File: src/hw/rtl/natural_number_alu_assert.svh
// Assertion macros used by natural_number_alu.sv.
`ifndef NATURAL_NUMBER_ALU_ASSERT_SVH
`define NATURAL_NUMBER_ALU_ASSERT_SVH

// Same-cycle implication, held off during reset.
`define NNA_ASSERT_IMPL(label, ante, cons) \
  label: assert property (@(posedge clk) disable iff (rst) (ante) |-> (cons)) \
    else $error("assertion failed");

// Next-cycle implication, held off during reset.
`define NNA_ASSERT_NEXT(label, ante, cons) \
  label: assert property (@(posedge clk) disable iff (rst) (ante) |=> (cons)) \
    else $error("assertion failed");

`endif

File: src/hw/rtl/nna_pkg.sv
// ----------------------------------------------------------------------------
// nna_pkg
// Types and constants shared by the natural number ALU pipeline.
// ----------------------------------------------------------------------------
`default_nettype none

package nna_pkg;

  localparam int NatWidth = 63;
  localparam int DivSteps = NatWidth;

  typedef logic [NatWidth-1:0] nat_t;

  typedef enum logic [3:0] {
    OP_INC   = 4'd0,
    OP_ADD   = 4'd1,
    OP_MONUS = 4'd2,
    OP_MUL   = 4'd3,
    OP_DIV   = 4'd4,
    OP_MOD   = 4'd5,
    OP_EQ    = 4'd6,
    OP_NE    = 4'd7,
    OP_LT    = 4'd8,
    OP_GT    = 4'd9,
    OP_LE    = 4'd10,
    OP_GE    = 4'd11
  } op_t;

  // One pipeline word: divider state plus the result of every other operation.
  typedef struct packed {
    logic valid;
    op_t  op;
    logic div_zero;
    nat_t rem;
    nat_t dq;
    nat_t divisor;
    nat_t res;
    logic boolf;
    logic stat;
  } nna_stage_t;

endpackage

`default_nettype wire

File: src/hw/rtl/nna_div_stage.sv
// ----------------------------------------------------------------------------
// nna_div_stage
// One registered restoring-division step: one quotient bit per stage.
// ----------------------------------------------------------------------------
`default_nettype none

module nna_div_stage (
  input  wire logic               clk,
  input  wire logic               rst,
  input  wire logic               en,
  input  wire nna_pkg::nna_stage_t stage_in,
  output nna_pkg::nna_stage_t      stage_out
);
  import nna_pkg::*;

  logic [NatWidth:0]   shifted;
  logic [NatWidth+1:0] diff;
  nna_stage_t          stage_next;

  always_comb begin
    shifted    = {stage_in.rem, stage_in.dq[NatWidth-1]};
    diff       = {1'b0, shifted} - {2'b00, stage_in.divisor};
    stage_next = stage_in;
    if (!diff[NatWidth+1]) begin
      stage_next.rem = diff[NatWidth-1:0];
      stage_next.dq  = {stage_in.dq[NatWidth-2:0], 1'b1};
    end else begin
      stage_next.rem = shifted[NatWidth-1:0];
      stage_next.dq  = {stage_in.dq[NatWidth-2:0], 1'b0};
    end
  end

  always_ff @(posedge clk) begin
    if (rst) begin
      stage_out.valid <= 1'b0;
    end else if (en) begin
      stage_out <= stage_next;
    end
  end

endmodule

`default_nettype wire

File: config.mk
export PLATFORM = sky130hd
export DESIGN_NAME = nna_div_stage
export DESIGN_NICKNAME = d
export VERILOG_FILES = /design/src/hw/rtl/natural_number_alu_assert.svh /design/src/hw/rtl/nna_pkg.sv /design/src/hw/rtl/nna_div_stage.sv
export SDC_FILE = /design/constraint.sdc
export NUM_CORES = 1
export LEC_CHECK = 0
export ABC_AREA = 0
export BUFFER_PORTS_ARGS = -buffer_cell sky130_fd_sc_hd__buf_2
export CELL_PAD_IN_SITES_DETAIL_PLACEMENT = 1
export CELL_PAD_IN_SITES_GLOBAL_PLACEMENT = 2
export CORE_ASPECT_RATIO = 0.75
export CORE_MARGIN = 2
export CORE_UTILIZATION = 32
export CTS_CLUSTER_SIZE = 30
export DETAILED_ROUTE_END_ITERATION = 16
export PLACE_DENSITY = 0.92
export SYNTH_ARGS = -nofsm -noshare
export SYNTH_HDL_FRONTEND = slang
export SYNTH_SLANG_ARGS = --single-unit
File: constraint.sdc
create_clock -name clk -period 33.3 [get_ports clk]
set_input_delay 1.665 -clock clk [delete_from_list [all_inputs] [get_ports clk]]
set_output_delay 1.665 -clock clk [all_outputs]
set_load 0.05 [all_outputs]
==> results of run 1 <==
## tightest hold or removal path, stage by stage (launching register included)
cell,delay [ns]
dfxtp_1,0.34
mux2i_1,0.08
nor2_1,0.08
## path summary, 6_finish.rpt
path	endpoint	start	cells past startpoint	slack [ns]
max	stage_out[237]$_DFFE_PP_	stage_in[190]	15	27.97
max reg2reg	stage_out[259]$_SDFFE_PP0P_	stage_out[259]$_SDFFE_PP0P_	2	32.68
min reg2reg	stage_out[259]$_SDFFE_PP0P_	stage_out[259]$_SDFFE_PP0P_	2	0.54
min	stage_out[259]$_SDFFE_PP0P_	stage_out[259]$_SDFFE_PP0P_	2	0.54
## layer usage
layer | up-vias | global-route usage | share of wire
met3 | 100 | 0.0954 | 0.097
li1 | 4703 | - | -
met4 | 18 | 0.103 | 0.045
met1 | 5048 | 0.295 | 0.39
met5 | - | 0 | 0.0024
met2 | 411 | 0.396 | 0.47
## layout make-up
class	instances	area (um^2)
Clock inverter	16	169
Clock buffer	37	756
Tap cell	512	641
Timing Repair Buffer	525	2650
Sequential cell	260	7800
Fill cell	4260	21700
Inverter	74	278
Antenna cell	15	37.5
Multi-Input combinational cell	615	4050
## power groups by stage
stage               combinational [uW]  sequential, uW  clock (uW)
finish                             243             400         322
global route                       257             402         340
CTS                                243             400         331
detailed placement                 242             406           0
global placement                   238             406           0
floorplan                         78.9             498           0
## logic make-up (layout without fill, tap and decap cells)
kind of cell / Yosys count / count (layout) / share of synthesized area
buf+inv: 115 / 652 / 0.0394
other cells: 0 / 15 / 0
fa+ha+maj: 64 / 64 / 0.0656
simple gates: 221 / 221 / 0.0825
xor+xnor: 58 / 58 / 0.0413
mux: 5 / 5 / 0.00478
compound gates: 267 / 267 / 0.133
flops: 260 / 260 / 0.633
## metrics by stage
step | power (uW) | instances | setup WS, ns | hold slack [ns]
after global placement | 643 | 1986 | 27.48 | 0.473
after global routing | 999 | 2045 | 27.57 | 0.553
after CTS | 974 | 2039 | 27.99 | 0.535
after floorplan | 577 | 990 | 19.26 | 0.733
final | 965 | 2054 | 27.97 | 0.536
after detailed placement | 648 | 1986 | 27.35 | 0.518
## cells in the final DEF (no fill, tap or decap), types with 2 or more instances in the layout
master     synthesis  final
a211oi_1           9      9
a21boi_0           2      2
a21o_1            29     29
a21oi_1           67     67
a31oi_1           12     12
a41oi_1            3      3
and2_1             4      4
and4_1             4      4
buf_2              9    522
buf_4              1      2
bufinv_16          0      3
clkbuf_1          25      8
clkbuf_16          0     29
clkinv_1           0      6
clkinv_2           0      4
diode_2            0     15
edfxtp_1         259    259
ha_1              63     63
inv_1             73     73
mux2_2             3      3
nand2_1          110    110
nand2b_1           7      7
nand3_1           14     14
nand4_1           24     24
nor2_1            30     30
nor2b_1            9      8
nor3_1            11     11
o211a_1            2      2
o211ai_1           6      6
o21a_1            11     10
o21ai_0           66     66
o21ai_1           32     32
o21bai_1          11     11
o31ai_1            2      2
or2_2              2      2
or3_1              2      2
xnor2_1           32     32
xor2_1            26     26
==> qor.csv, run 1 <==
metric;value;unit
place_hpwl;40600;um
cts_max_level;1;
yosys-top-cells-area;edfxtp_1, ha_1, nand2_1, a21oi_1, o21ai_0;
dieHeight;174;um
powerDensity;58.9;nW/um^2
dieArea;40100;um^2
worstSetupPathType;primary input to register;
grt_setup_unrepaired;false;
synthCells;990;
power_frac_comb;0.251;
clock_path_buffers;3;
crit_slowest_cell;buf_4;
crit_required;33.63;ns
antenna_found_initial;26;
design_area;16400;um^2
grt_max_degree;164;
num_io_pins;523;
p_int;640;uW
avgSynthCellArea;12.4;um^2
yosysTopAreaCell;edfxtp_1;
p_clk_frac;0.334;
routed_wl;50600;um
ys_warn_count;0;
die_w;231;um
netlist_top_cells_count;edfxtp_1, nand2_1, inv_1;
switching_share;0.336;
ys_seq_area_frac;0.633;
critPathArrivalTime;5.66;ns
cts_sinks;260;
cts.repair.resized;0;
core_area;38100;um^2
ys_ff_latch;260;
synth-async-reset-ratio;0;
slew_headroom;0.263;
largest_reg_flops;260;
fin_setup_tns;0;ns
vdd_drop_max;0.0404;mV
grt_usage;0.246;
cts_hold_buffers;0;
seqPwrFrac;0.414;
path_delay_family;compound AO/OA/AOI/OAI gates;
clkLatencyLatePin;0.57;ns
drt_pass1_iterations;4;
grt_overflow;0;
tritoncts;built;
cp_slowest_stage_delay;0.62;ns
syn2layout_area_growth;33.0;%
yosysUniqueCellTypes;59;
vias;10280;
vias_per_cell;5.00;
slew_violations;0;
fmax;0.188;GHz
cp-start-kind;primary input;
crit_chain;buf_2, inv_1, ha_1, fa_1, nand2b_1, a21o_1, a311oi_2, a211oi_2, o31ai_4, a21o_4, a31oi_1, o21a_4, buf_4, inv_2, mux2_2;
gp_congestion;0.900;
syn_nets;1317;
place_area;15400;um^2
worstMarginPinSlew;1.11;ns
syn-cell-area;12300;um^2
largestRegisters;stage_out x260;
path_max_fanout;61;
skew;0;ns
cts_root_buf;clkbuf_16;
hold_path_class;register to register;
wl_per_cell;24.6;um
ant_nets;0;
min_period;5.33;ns
p_sw;324;uW
drtIter0Drc;839;
cts_buffers;29;
port_buffers;522;
setup_viol;0;
synth_edf_count;259;
final_util;0.430;
hold_viol_final;0;
synth_most_common_cell;edfxtp_1;
period_share;0.160;
post_cts_buffers;0;
critPathCaptureType;register;
status;completed;
worst-path-buf-inv;4;
num_rows;62;
grt_pass1_wl;72000;um
drv_cap;0;
p_leak;0.00704;uW
final_layout_size_suffix_gt1_frac;0.380;
start_util;0.323;
drc_errors;0;
cts.clk_slew.worst_paths;0.06;ns
regMostFlops;stage_out;
synth_top_area_frac;0.632;
nNetsFinal;1832;
grt_pass1_vias;10573;
synthFlopType;edfxtp_1;
(Power assumes the default switching activity.)
==> inputs of run 2 (changes only) <==
Settings changed: ABC_AREA 0 to 1, CORE_UTILIZATION 32 to 26, PLACE_DENSITY 0.92 to 0.84.
Clock period 33.3 ns to 4.7 ns, I/O delays scaled along.
==> run 2 against run 1 <==
  * Core utilization down 3.8 points
  * Highest routed layer unchanged
  * Count of clock-buffer cells in the layout is 1 lower
  * Power rose to 7.8 times the previous value
  * Register-to-register slack worse by 29 ns
  * Via count is 43% higher
  * Area after synthesis increased by 19%
  * Largest cell class unchanged
  * Non-clock buffer count rose by 267
  * First-iteration DRC count decreased by 2.5%
  * Critical path depth up 1
  * Hold slack got worse by 0.50 ns
  * Sequential share of layout area shrank 12 points
  * Combinational power rose to 8.8 times the previous value
==> qor.csv, run 2 <==
metric;value;unit;change
status;completed;;
hold_viol_final;0;;unchanged
num_rows;75;;+21%
ant_nets;0;;unchanged
period_share;0.702;;
grt_max_degree;81;;-51%
path_max_fanout;30;;-51%
worstSetupPathType;primary input to register;;
place_hpwl;55000;um;+35%
worstRegToRegCells;3;;+1
cts_sinks;260;;unchanged
netlist_top_cells_count;nand2_1, inv_1, edfxtp_1;;
ys_seq_area_frac;0.531;;-0.102
synthFlopType;edfxtp_1;;
ys_warn_count;0;;unchanged
most-common-layout-cells;nand2_1, buf_2, inv_1;;
grt_pass1_wl;103000;um;+44%
vias_per_cell;4.39;;-12%
final_layout_size_suffix_gt1_frac;0.243;;-0.138
dieArea;58400;um^2;+46%
drv_cap;0;;unchanged
p_leak;0.0111;uW;+58%
largest_reg_flops;260;;unchanged
ys_ff_latch;260;;unchanged
syn-cell-area;14700;um^2;+19%
cp-start-kind;primary input;;
synth-async-reset-ratio;0;;unchanged
worstMarginPinSlew;1.16;ns;+0.0524 ns
setup_viol;0;;unchanged
critPathArrivalTime;3.76;ns;-1.90 ns
cts_root_buf;clkbuf_16;;
core_area;55800;um^2;+47%
fin_setup_tns;0;ns;unchanged
post_cts_buffers;0;;unchanged
nNetsFinal;2913;;+59%
grt_usage;0.239;;-0.00778
cts_buffers;29;;unchanged
slew_headroom;0.226;;-0.0368
grt_pass1_vias;15553;;+47%
vias;14720;;+43%
grt_overflow;0;;unchanged
slew_violations;0;;unchanged
port_buffers;522;;unchanged
avgSynthCellArea;8.26;um^2;-34%
cts.clk_slew.worst_paths;0.06;ns;about the same
drc_errors;0;;unchanged
routed_wl;70700;um;+40%
hold_path_depth;3;;+1
clock_path_buffers;3;;unchanged
dieHeight;210;um;+21%
clkLatencyLatePin;0.59;ns;+0.02 ns
antenna_found_initial;14;;-46%
synth_edf_count;259;;unchanged
cts_max_level;1;;unchanged
cts.repair.resized;0;;unchanged
final_common_cell;nand2_1;;
tritoncts;built;;
whs;0.0332;ns;-0.503 ns
syn_nets;2103;;+60%
drt_pass1_iterations;5;;+1
yosysUniqueCellTypes;34;;-42%
grt_setup_unrepaired;false;;
synth_most_common_cell;nand2_1;;
gp_congestion;0.874;;-2.9%
synth_top_area_frac;0.530;;-0.102
die_w;278;um;+21%
num_io_pins;523;;unchanged
yosys-top-cells-area;edfxtp_1, nand2_1, inv_1, ha_1, nor2_1;;
powerDensity;344;nW/um^2;+480%
min_period;3.30;ns;
skew;0;ns;unchanged
yosysTopAreaCell;edfxtp_1;;
synthCells;1776;;+79%
fill_cells;6780;;+59%
cts_hold_buffers;258;;+258
fmax;0.303;GHz;
crit_required;5.16;ns;-28.47 ns
start_util;0.263;;-0.0604
wl_per_cell;21.1;um;-14%
syn2layout_area_growth;49.0;%;
vdd_drop_max;0.277;mV;+590%
drtIter0Drc;818;;-2.5%
regMostFlops;stage_out;;
hold_path_class;primary input to register;;
critPathCaptureType;register;;
largestRegisters;stage_out x260;;
==> run 2: changes by cell type after synthesis, sizes merged, moves of 14 or more <==
cell    previous run  this run
a21o              30         1
a21oi             67        42
clkbuf            26         0
inv               74       384
nand2            110       740
nand3             14        74
nand4             24        10
nor2              30       118
o21ai             98         7
xnor2             32         1
==> run 2: worst paths after layout <==
kind	startpoint	endpoint	slack, ns
worst max register to register	stage_out[259]$_SDFFE_PP0P_	stage_out[259]$_SDFFE_PP0P_	3.45
worst min register to register	stage_out[259]$_SDFFE_PP0P_	stage_out[259]$_SDFFE_PP0P_	1.14
worst min-delay path	stage_in[190]	stage_out[191]$_DFFE_PP_	0.03
worst max-delay path	stage_in[114]	stage_out[225]$_DFFE_PP_	1.40
==> run 2: power by group <==
| part | switching, uW | total [uW] | internal [uW] | leakage, uW |
|---|---|---|---|---|
| sequential | 71.5 | 2850 | 2770 | 0.00243 |
| clock | 1050 | 2540 | 1490 | 0.000512 |
| combinational | 1530 | 2150 | 619 | 0.00820 |
==> run 2: metal layers <==
| layer | GRT usage | vias up | share of wire |
|---|---|---|---|
| li1 | - | 7120 | - |
| met1 | 0.310 | 7060 | 0.44 |
| met2 | 0.404 | 431 | 0.47 |
| met3 | 0.0459 | 103 | 0.056 |
| met4 | 0.0675 | 6 | 0.031 |
| met5 | 0 | - | 0.00051 |
==> run 2: worst max-delay path, cell delays in order <==
cell	delay, ns
dlygate4sd3_1	0.55
buf_2	0.14
inv_1	0.05
ha_1	0.38
nand2_1	0.10
nand2_1	0.13
a21oi_1	0.27
o21ai_1	0.16
nand2_1	0.09
nand2_1	0.10
nor2_1	0.21
nand2_4	0.30
inv_2	0.48
buf_4	0.37
nand2_1	0.10
nand2_1	0.08
==> run 2: area by class of cell <==
type	count	area [um^2]	area share
Inverter	384	1440	0.0659
Clock buffer	36	802	0.0367
Timing Repair Buffer	792	5310	0.243
Clock inverter	18	248	0.0113
Tap cell	731	915	0.0418
Multi-Input combinational cell	1119	5330	0.244
Sequential cell	260	7800	0.357
Antenna cell	11	27.5	0.00126
==> run 2: cell families after synthesis <==
| group | count (synthesis) | share of synthesized area |
|---|---|---|
| AO/OA/AOI/OAI | 56 | 0.0205 |
| AND/OR/NAND/NOR | 969 | 0.269 |
| adder cells (fa/ha/maj) | 64 | 0.0551 |
| XOR/XNOR | 30 | 0.0179 |
| buffers and inverters | 397 | 0.106 |
| flip-flops | 260 | 0.531 |
==> run 2: stage by stage <==
stage	std cells	utilization	setup slack [ns]	area, um^2	power [uW]
floorplan	1776	-	0.178	14700	4180
global placement	3028	0.326	1.30	18200	4820
detailed placement	3028	0.326	1.29	18200	4850
CTS	3340	0.391	1.37	21800	7580
global route	3350	0.392	1.17	21900	7860
finish	3351	0.392	1.40	21900	7530
